==> src/rtl/core/adpcm_vd_pkg.sv <==
// Package for the multichannel IMA ADPCM voice decoder.
// Holds the request/result structs, command codes and the step/index tables.
// No dependencies.
package adpcm_vd_pkg;

  // Default voice count and table limits
  localparam int unsigned VOICES_DEF = 16;
  localparam int unsigned IDX_MAX    = 88;

  // Command codes
  localparam logic [1:0] CMD_DECODE = 2'd0;
  localparam logic [1:0] CMD_START  = 2'd1;
  localparam logic [1:0] CMD_LOOP   = 2'd2;

  // Input request
  typedef struct packed {
    logic [1:0]  cmd;
    logic [3:0]  voice;
    logic [7:0]  data_byte;
    logic [31:0] reload_word;
  } adpcm_in_t;

  // Result
  typedef struct packed {
    logic signed [15:0] sample;
    logic [3:0]         voice_out;
    logic               advance_byte;
    logic [6:0]         step_index;
  } adpcm_out_t;

  // IMA step size for an index in 0..88
  function automatic logic [15:0] step_of(input logic [6:0] idx);
    logic [15:0] s;
    case (idx)
      7'd0:  s = 16'h0007;  7'd1:  s = 16'h0008;  7'd2:  s = 16'h0009;
      7'd3:  s = 16'h000A;  7'd4:  s = 16'h000B;  7'd5:  s = 16'h000C;
      7'd6:  s = 16'h000D;  7'd7:  s = 16'h000E;  7'd8:  s = 16'h0010;
      7'd9:  s = 16'h0011;  7'd10: s = 16'h0013;  7'd11: s = 16'h0015;
      7'd12: s = 16'h0017;  7'd13: s = 16'h0019;  7'd14: s = 16'h001C;
      7'd15: s = 16'h001F;  7'd16: s = 16'h0022;  7'd17: s = 16'h0025;
      7'd18: s = 16'h0029;  7'd19: s = 16'h002D;  7'd20: s = 16'h0032;
      7'd21: s = 16'h0037;  7'd22: s = 16'h003C;  7'd23: s = 16'h0042;
      7'd24: s = 16'h0049;  7'd25: s = 16'h0050;  7'd26: s = 16'h0058;
      7'd27: s = 16'h0061;  7'd28: s = 16'h006B;  7'd29: s = 16'h0076;
      7'd30: s = 16'h0082;  7'd31: s = 16'h008F;  7'd32: s = 16'h009D;
      7'd33: s = 16'h00AD;  7'd34: s = 16'h00BE;  7'd35: s = 16'h00D1;
      7'd36: s = 16'h00E6;  7'd37: s = 16'h00FD;  7'd38: s = 16'h0117;
      7'd39: s = 16'h0133;  7'd40: s = 16'h0151;  7'd41: s = 16'h0173;
      7'd42: s = 16'h0198;  7'd43: s = 16'h01C1;  7'd44: s = 16'h01EE;
      7'd45: s = 16'h0220;  7'd46: s = 16'h0256;  7'd47: s = 16'h0292;
      7'd48: s = 16'h02D4;  7'd49: s = 16'h031C;  7'd50: s = 16'h036C;
      7'd51: s = 16'h03C3;  7'd52: s = 16'h0424;  7'd53: s = 16'h048E;
      7'd54: s = 16'h0502;  7'd55: s = 16'h0583;  7'd56: s = 16'h0610;
      7'd57: s = 16'h06AB;  7'd58: s = 16'h0756;  7'd59: s = 16'h0812;
      7'd60: s = 16'h08E0;  7'd61: s = 16'h09C3;  7'd62: s = 16'h0ABD;
      7'd63: s = 16'h0BD0;  7'd64: s = 16'h0CFF;  7'd65: s = 16'h0E4C;
      7'd66: s = 16'h0FBA;  7'd67: s = 16'h114C;  7'd68: s = 16'h1307;
      7'd69: s = 16'h14EE;  7'd70: s = 16'h1706;  7'd71: s = 16'h1954;
      7'd72: s = 16'h1BDC;  7'd73: s = 16'h1EA5;  7'd74: s = 16'h21B6;
      7'd75: s = 16'h2515;  7'd76: s = 16'h28CA;  7'd77: s = 16'h2CDF;
      7'd78: s = 16'h315B;  7'd79: s = 16'h364B;  7'd80: s = 16'h3BB9;
      7'd81: s = 16'h41B2;  7'd82: s = 16'h4844;  7'd83: s = 16'h4F7E;
      7'd84: s = 16'h5771;  7'd85: s = 16'h602F;  7'd86: s = 16'h69CE;
      7'd87: s = 16'h7462;
      default: s = 16'h7FFF;
    endcase
    return s;
  endfunction

  // Index adjustment for the nibble magnitude
  function automatic logic signed [4:0] idx_move(input logic [2:0] mag);
    logic signed [4:0] m;
    case (mag)
      3'd4:    m = 5'sd2;
      3'd5:    m = 5'sd4;
      3'd6:    m = 5'sd6;
      3'd7:    m = 5'sd8;
      default: m = -5'sd1;
    endcase
    return m;
  endfunction

endpackage

==> src/rtl/core/multichannel_adpcm_voice_decoder.sv <==
// Multichannel IMA ADPCM voice decoder, top level.
// Uses adpcm_vd_pkg for the request/result structs, command codes and tables.
//
//   channel | direction | handshake           | payload
//   --------+-----------+---------------------+------------------------
//   in_     | request   | in_valid / in_stall | adpcm_in_t  (cmd, voice, ...)
//   out_    | result    | out_valid/out_stall | adpcm_out_t (sample, ...)
//
// Every request gives one result. The request is held in the input register
// while the decode logic works on it, and the result register loads from it
// when the request fires; out_valid rises as the result register loads.
// A new request is taken every cycle while the result side keeps up; a stall
// on out_ holds the result register and then the input register.
// Reset clears all voice state (predictor, index, toggle) at once.
module multichannel_adpcm_voice_decoder #(
  parameter int unsigned VOICES = adpcm_vd_pkg::VOICES_DEF
) (
  input  logic                     clk,
  input  logic                     rst_n,
  input  logic                     in_valid,
  output logic                     in_stall,
  input  adpcm_vd_pkg::adpcm_in_t  in_data,
  output logic                     out_valid,
  input  logic                     out_stall,
  output adpcm_vd_pkg::adpcm_out_t out_data
);
  import adpcm_vd_pkg::*;

  localparam int unsigned VIDX_W = (VOICES > 1) ? $clog2(VOICES) : 1;

  // Pipeline registers
  adpcm_in_t  req_r;
  logic       req_valid_r;
  adpcm_out_t res_r, res_nxt;
  logic       res_valid_r;

  // Per-voice state
  logic [15:0] pred_r [VOICES];
  logic [6:0]  sidx_r [VOICES];
  logic        tog_r  [VOICES];

  logic              fire;
  logic [5:0]        voice_wide;
  logic              in_range;
  logic [VIDX_W-1:0] vidx;
  logic [15:0]       cur_pred;
  logic [6:0]        cur_sidx;
  logic              cur_tog;
  logic [6:0]        si;
  logic [15:0]       step;
  logic [3:0]        nib;
  logic [16:0]       diff;
  logic signed [17:0] p_ext, d_ext, p_sum;
  logic [15:0]       dec_pred;
  logic signed [7:0] ni;
  logic [6:0]        dec_sidx;
  logic [6:0]        ld_sidx;
  logic [15:0]       pred_nxt;
  logic [6:0]        sidx_nxt;
  logic              tog_nxt;
  logic              adv;

  // Handshake: move the request forward when the result register frees up
  assign fire      = req_valid_r && (!res_valid_r || !out_stall);
  assign in_stall  = req_valid_r && !fire;
  assign out_valid = res_valid_r;
  assign out_data  = res_r;

  // Voice selection
  assign voice_wide = {2'b00, req_r.voice};
  assign in_range   = (voice_wide < 6'(VOICES));
  assign vidx       = voice_wide[VIDX_W-1:0];
  assign cur_pred   = pred_r[vidx];
  assign cur_sidx   = sidx_r[vidx];
  assign cur_tog    = tog_r[vidx];

  // Decode one nibble: step difference, saturated add, index update
  always_comb begin
    si   = (cur_sidx > 7'(IDX_MAX)) ? 7'(IDX_MAX) : cur_sidx;
    step = step_of(si);
    nib  = cur_tog ? req_r.data_byte[7:4] : req_r.data_byte[3:0];
    diff = {1'b0, step >> 3};
    if (nib[0]) diff = diff + {1'b0, step >> 2};
    if (nib[1]) diff = diff + {1'b0, step >> 1};
    if (nib[2]) diff = diff + {1'b0, step};
    p_ext = 18'(signed'(cur_pred));
    d_ext = signed'({1'b0, diff});
    p_sum = nib[3] ? (p_ext - d_ext) : (p_ext + d_ext);
    if (p_sum > 18'sd32767) begin
      dec_pred = 16'h7FFF;
    end else if (p_sum < -18'sd32768) begin
      dec_pred = 16'h8000;
    end else begin
      dec_pred = p_sum[15:0];
    end
    ni = signed'({1'b0, si}) + 8'(idx_move(nib[2:0]));
    if (ni < 8'sd0) begin
      dec_sidx = 7'd0;
    end else if (ni > 8'(IDX_MAX)) begin
      dec_sidx = 7'(IDX_MAX);
    end else begin
      dec_sidx = ni[6:0];
    end
  end

  // Reload index, clamped to the table top
  assign ld_sidx = (req_r.reload_word[23:16] > 8'(IDX_MAX)) ? 7'(IDX_MAX)
                                                            : req_r.reload_word[22:16];

  // Select the new voice state per command
  always_comb begin
    pred_nxt = cur_pred;
    sidx_nxt = cur_sidx;
    tog_nxt  = cur_tog;
    adv      = 1'b0;
    case (req_r.cmd)
      CMD_DECODE: begin
        pred_nxt = dec_pred;
        sidx_nxt = dec_sidx;
        tog_nxt  = ~cur_tog;
        adv      = cur_tog;
      end
      CMD_START: begin
        pred_nxt = req_r.reload_word[15:0];
        sidx_nxt = ld_sidx;
        tog_nxt  = 1'b0;
      end
      CMD_LOOP: begin
        if (req_r.reload_word[31]) begin
          pred_nxt = req_r.reload_word[15:0];
          sidx_nxt = ld_sidx;
          tog_nxt  = 1'b0;
        end
      end
      default: begin
      end
    endcase
  end

  // Build the result; voices past the end report zero sample, advance and index
  always_comb begin
    res_nxt.voice_out = req_r.voice;
    if (in_range) begin
      res_nxt.sample       = signed'(pred_nxt);
      res_nxt.advance_byte = adv;
      res_nxt.step_index   = sidx_nxt;
    end else begin
      res_nxt.sample       = '0;
      res_nxt.advance_byte = 1'b0;
      res_nxt.step_index   = '0;
    end
  end

  // Input register
  always_ff @(posedge clk) begin
    if (!rst_n) begin
      req_valid_r <= 1'b0;
    end else if (in_valid && !in_stall) begin
      req_valid_r <= 1'b1;
    end else if (fire) begin
      req_valid_r <= 1'b0;
    end
  end

  always_ff @(posedge clk) begin
    if (in_valid && !in_stall) begin
      req_r <= in_data;
    end
  end

  // Result register: load on fire, drop when taken
  always_ff @(posedge clk) begin
    if (!rst_n) begin
      res_valid_r <= 1'b0;
    end else if (fire) begin
      res_valid_r <= 1'b1;
    end else if (!out_stall) begin
      res_valid_r <= 1'b0;
    end
  end

  always_ff @(posedge clk) begin
    if (fire) begin
      res_r <= res_nxt;
    end
  end

  // Voice state update
  always_ff @(posedge clk) begin
    if (!rst_n) begin
      for (int i = 0; i < VOICES; i++) begin
        pred_r[i] <= '0;
        sidx_r[i] <= '0;
        tog_r[i]  <= 1'b0;
      end
    end else if (fire && in_range) begin
      pred_r[vidx] <= pred_nxt;
      sidx_r[vidx] <= sidx_nxt;
      tog_r[vidx]  <= tog_nxt;
    end
  end

endmodule

==> config.mk <==
export PLATFORM = sky130hd
export DESIGN_NAME = multichannel_adpcm_voice_decoder
export DESIGN_NICKNAME = d
export VERILOG_FILES = /design/src/rtl/core/adpcm_vd_pkg.sv /design/src/rtl/core/multichannel_adpcm_voice_decoder.sv
export SDC_FILE = /design/constraint.sdc
export NUM_CORES = 1
export LEC_CHECK = 0
export BUFFER_PORTS_ARGS = -buffer_cell sky130_fd_sc_hd__buf_2
export CAP_MARGIN = 20
export CORE_MARGIN = 4
export CORE_UTILIZATION = 35
export DETAILED_ROUTE_END_ITERATION = 6
export GPL_TIMING_DRIVEN = 0
export PLACE_DENSITY_LB_ADDON = 0.25
export SKIP_CTS_REPAIR_TIMING = 1
export SYNTH_ARGS = -nofsm -noshare
export SYNTH_HDL_FRONTEND = slang
export SYNTH_SLANG_ARGS = --single-unit
export TNS_END_PERCENT = 20
==> constraint.sdc <==
create_clock -name clk -period 29.6 [get_ports clk]
set_clock_uncertainty 0.1 [all_clocks]
set_input_delay 4.44 -clock clk [delete_from_list [all_inputs] [get_ports clk]]
set_output_delay 4.44 -clock clk [all_outputs]
set_load 0.005 [all_outputs]
# Word level (Yosys, flattened, before mapping)
# Memory sizes are Yosys's and may differ from the RTL's. A register that Yosys moved wholly into a read port is not among the register bits.
# Cells that the tools add are included.
[word_totals]
elab_cells = 88
reg_bits = 76
ramBits = 384
out_inout_bits = 30
n_memories = 4
in_bits = 50
mem_bits_ro = 1920
[op_classes]
add_sub_neg = 6
n_reduce_logical = 15
n_eq_ne = 7
mux = 38
order_cmp = 7
n_bitwise = 1
[memory_table]
columns = ["memory", "words", "word_bits", "read_ports", "rd_ports_with_merged_regs", "write_ports", "line", "source"]
rows = [
  ["(name not given)", 128, 15, 1, 0, 0, "adpcm_vd_pkg.sv:34", "case (idx)"],
  ["pred_r", 16, 16, 1, 1, 16, "multichannel_adpcm_voice_decoder.sv:38", "logic [15:0] pred_r [VOICES];"],
  ["sidx_r", 16, 7, 1, 1, 16, "multichannel_adpcm_voice_decoder.sv:39", "logic [6:0] sidx_r [VOICES];"],
  ["tog_r", 16, 1, 1, 1, 16, "multichannel_adpcm_voice_decoder.sv:40", "logic tog_r [VOICES];"],
]
[op_table]
columns = ["cell", "count"]
rows = [
  ["16-bit two-way mux", 4],
  ["17-bit two-way mux", 3],
  ["16-bit one-hot mux with 3 select lines", 1],
  ["7-bit two-way mux", 6],
  ["4-bit two-way mux", 7],
  ["7-bit one-hot mux with 3 select lines", 1],
  ["5-bit one-hot mux with 4 select lines", 1],
  ["16-bit by 18-bit adder with 18-bit output", 1],
  ["18-bit by 16-bit > comparator with 1-bit output, second input constant", 1],
  ["18-bit by 16-bit less-than comparator with 1-bit output, second input constant", 1],
  ["18-bit two-way mux", 1],
  ["16-bit by 18-bit subtractor with 18-bit output", 1],
  ["17-bit by 15-bit adder with 17-bit output", 1],
  ["17-bit by 16-bit adder with 17-bit output", 1],
  ["8-bit by 7-bit > comparator with 1-bit output, second input constant", 2],
  ["16-bit OR reduction", 1],
  ["13-bit by 14-bit adder with 15-bit output", 1],
  ["1-bit two-way mux", 13],
  ["3-bit == test, second input constant", 4],
  ["8-bit by 5-bit adder with 8-bit output", 1],
  ["8-bit by 1-bit less-than comparator with 1-bit output, second input constant", 1],
  ["7-bit > comparator, second input constant", 1],
  ["7-bit OR reduction", 1],
  ["4-bit by 5-bit less-than comparator with 1-bit output, second input constant", 1],
  ["other kinds (12)", 18],
]

# Logic depth before layout (Yosys ltp)
# An unclocked memory read counts as a cell.
[logic_depth]
word_depth = 16
ltp_mapped = 59
depth_no_buf = 53

# Least setup slack after synthesis
# Ideal clock, no wire load.
[synth_timing]
path_kind = "reg-to-reg"
from = "register with a tool-made name"
to = "memory pred_r[15][2], data pin"
arrival_ns = 12.269
stages_incl_launch_ff = 52
setup_time_ns = 0.150
synth_period_minus_slack_ns = 12.519
path_buffers = 6
slack_ns = 17.081
t_required_ns = 29.350
path_cell_list = "dfxtp_1 > buf_2 > buf_4 > mux4_2 > mux2_2 > mux2i_1 > clkbuf_1 > nand2b_1 > ha_1 > clkbuf_1 > inv_1 > a2111oi_0 > a211oi_1 > o22ai_1 > a21oi_1 > nor2_1 > ha_1 > fa_1 > (+16 left out) > nor2_1 > xnor2_1 > nor2_1 > a221oi_1 > o2111ai_2 > nor3b_1 > nor2_1 > xor2_1 > ha_1 > and2_1 > o21ai_0 > o21ai_0 > a2111o_1 > nor3_1 > buf_2 > o211ai_2 > buf_2 > a21oi_1"
[synth_rtl]
columns = ["element", "line"]
rows = [
  ["end, declared", "multichannel_adpcm_voice_decoder.sv:38"],
]

==> results.sh <==
export IMPL_critical_path_top_delay_family="compound AO/OA/AOI/OAI gates"
export IMPL_core_area_um2=76200
export IMPL_syn_area_um2=27000
export IMPL_grt_use_total_pct=21.6
export IMPL_drt_iter0_markers=2335
export IMPL_vias=20700
export IMPL_dr_pass1_iters=5
export IMPL_wl_per_cell_um=25.5
export IMPL_critPathRequiredTime_ns=29.85
export IMPL_yosysTopAreaCell="edfxtp_1"
export IMPL_cp_num_cells=54
export IMPL_critPathBufInv=9
export IMPL_min_to="out_data[9]"
export IMPL_rsz0062_at_grt="no"
export IMPL_antenna_found_initial=3
export IMPL_cap_violations=0
export IMPL_wl_um=90900
export IMPL_crit_slowest_cell="a221oi_1"
export IMPL_critPathCaptureType="flip-flop"
export IMPL_cts_buffer_depth=3
export IMPL_cellPowerDensity_nw_per_um2=91.6
export IMPL_die_area_um2=81700
export IMPL_slew_limit_headroom_pct=29.9
export IMPL_synth_top_area_share_pct=48.3
export IMPL_insertion_delay_ns=0.63
export IMPL_synth_cell_types=106
export IMPL_ios=80
export IMPL_ys_warn_count=0
export IMPL_reg2reg_slack_ns=13.24
export IMPL_critical_path_class="flip-flop to flip-flop"
export IMPL_tightest_slew_ns=1.05
export IMPL_gr_total_overflow=0
export IMPL_synth_ff_type="edfxtp_1"
export IMPL_grt_max_degree=33
export IMPL_dp_hpwl_um=65900
export IMPL_grt_pass1_vias=20000
export IMPL_yosysSeqAreaShare_pct=50.0
export IMPL_setup_viol=0
export IMPL_fill_cells=7199
export IMPL_slew_violations=0
export IMPL_slowest_delay_ns=0.70
export IMPL_clock_sinks=457
export IMPL_hold_class="flip-flop to flip-flop"
export IMPL_dieWidth_um=286
export IMPL_synth_edf_count=435
export IMPL_drc=0
export IMPL_outcome="finished clean"
export IMPL_cts_root_buffer="clkbuf_16"
export IMPL_fin_tns_setup_ns=0
export IMPL_synth_commonest_cells="edfxtp_1, nand2_1, nor2_1"
export IMPL_hp_start="vidx[1]"
export IMPL_gp_congestion=0.921
export IMPL_fin_crit_ns=16.36
export IMPL_ys_async_sr_fraction_pct=0
export IMPL_finalHoldViolations=0
export IMPL_fp_row_count=101
export IMPL_h_tree_depth=2
export IMPL_grt_pass1_wl_um=133000
export IMPL_rr_endpoint="out_data[23]"
export IMPL_die_height_um=286
export IMPL_worst_ep_arrival_time_ns=16.61
export IMPL_holdPathStages=0
export IMPL_syn_to_final_growth_pct=14.0
export IMPL_yosysMostFrequentCell="edfxtp_1"
export IMPL_initial_utilization_pct=35.5
export IMPL_cts_tree="done"
export IMPL_synth_seq_cells=457
export IMPL_antennaDiodeCount=0
export IMPL_clk_pin_slew_worst_paths_ns=0.06
export IMPL_numCtsBuffers=51
export IMPL_power_total_uw=2820
export IMPL_ant_nets=0
export IMPL_ys_top_cells_by_area="edfxtp_1, mux4_2, a21oi_1, ha_1, nand2_1"
export IMPL_synth_nets=2482
export IMPL_synthCells=2348
export IMPL_drive_gt1_share_pct=20.6
export IMPL_startpoint_type="flip-flop"
export IMPL_vias_per_cell=5.82
export IMPL_fmax_ghz=0.0611
export IMPL_leakage_uw=0.0110
export IMPL_post_route_period_util_pct=55.3
export IMPL_num_nets_final=2623
export IMPL_ir_drop_mv=0.0781
export IMPL_reg2reg_depth=54
export IMPL_syn_area_per_cell_um2=11.5
export IMPL_worst_path_max_fanout=10
export IMPL_portBuffers=71
-- layer usage --
layer	global-route usage [%]	share of wire, %	vias up
met5	0	0.014	-
met4	6.92	3.3	2
met3	3.08	7.6	142
met2	34.6	46	900
met1	30.5	43	10400
li1	-	-	9226
-- where the power goes --
part	switching (uW)	internal [uW]	leakage [uW]
Sequential	11.1	741	0.00463
Clock	278	387	0.000839
Combinational	893	513	0.00551
Total	1180	1640	0.0110
-- state kept, by name, indices dropped and copies added (netlist names), named ones only --
name / count
req_valid_r: 1
tog_r: 16
out_valid: 1
req_r: 35
out_data: 28
sidx_r: 112
pred_r: 256
vidx: 4
-- layout by cell type, fill, tap and decap left out, types with 10 or more instances in the layout --
cell type / count
edfxtp_1: 435
nand2_1: 241
nor2_1: 234
a21oi_1: 228
clkbuf_1: 115
mux4_2: 113
buf_2: 107
o21ai_0: 95
ha_1: 79
a21oi_2: 71
nor3_1: 67
clkbuf_16: 51
inv_1: 48
xnor2_1: 42
nand3_1: 35
mux2i_1: 26
mux2_2: 22
a21o_1: 22
xor2_1: 22
dfxtp_1: 22
buf_1: 18
buf_4: 17
o211ai_1: 17
nor2b_1: 15
a211oi_1: 15
a31oi_2: 15
buf_6: 13
and3_1: 12
a31oi_1: 12
a22oi_1: 12
and2_1: 11
or2_2: 11
o21a_1: 11
nand2b_1: 10
nor4_1: 10
or3_1: 10
-- area by class of cell --
| class | count | area (um^2) | share of cell area (%) |
|---|---|---|---|
| buffer | 180 | 886 | 2.88 |
| clock buffer | 68 | 1350 | 4.38 |
| clock inverter | 26 | 404 | 1.31 |
| inverter | 57 | 214 | 0.695 |
| multi-input combinational | 1654 | 12500 | 40.5 |
| sequential | 457 | 13500 | 43.8 |
| tap | 1030 | 1290 | 4.18 |
| timing repair buffer | 88 | 693 | 2.25 |
-- stage by stage --
step	hold WS, ns	cells	setup WS (ns)	instance area (um^2)	util, %
after CTS	0.365	3558	13.16	30800	40.4
after global routing	0.390	3560	12.26	30800	40.4
final	0.359	3560	13.24	30800	40.4
after floorplan	0.324	2348	17.08	27000	-
after global placement	0.341	3449	13.08	28700	37.6
after detailed placement	0.350	3464	13.27	29000	38.1
-- worst register-to-register path, delay by kind of cell, from the launching register on --
kind / cells / cell delay (ns)
compound gates: 18 / 5.97
xor+xnor: 4 / 0.65
fa+ha+maj: 6 / 2.27
buf+inv: 9 / 3.11
flops: 1 / 0.31
mux: 2 / 0.70
simple gates: 15 / 2.97
-- cells by family (layout without fill, tap and decap cells) --
logic type,Yosys count,in the layout,synth area share (%)
fa+ha+maj,85,85,4.06
compound gates,642,642,16.8
xor+xnor,64,64,2.07
flops,457,457,50.0
mux,165,165,11.5
simple gates,698,698,11.5
buf+inv,237,419,4.07
-- worst max path at each step --
stage,to,slack [ns]
final,out_data[23],13.24
after global routing,pred_r[11][8],12.26
after CTS,pred_r[9][0],13.16
after detailed placement,pred_r[9][0],13.27
after global placement,pred_r[0][14],13.08
after floorplan,pred_r[15][2],17.08
Note: power is estimated with default switching activity, not from simulation.
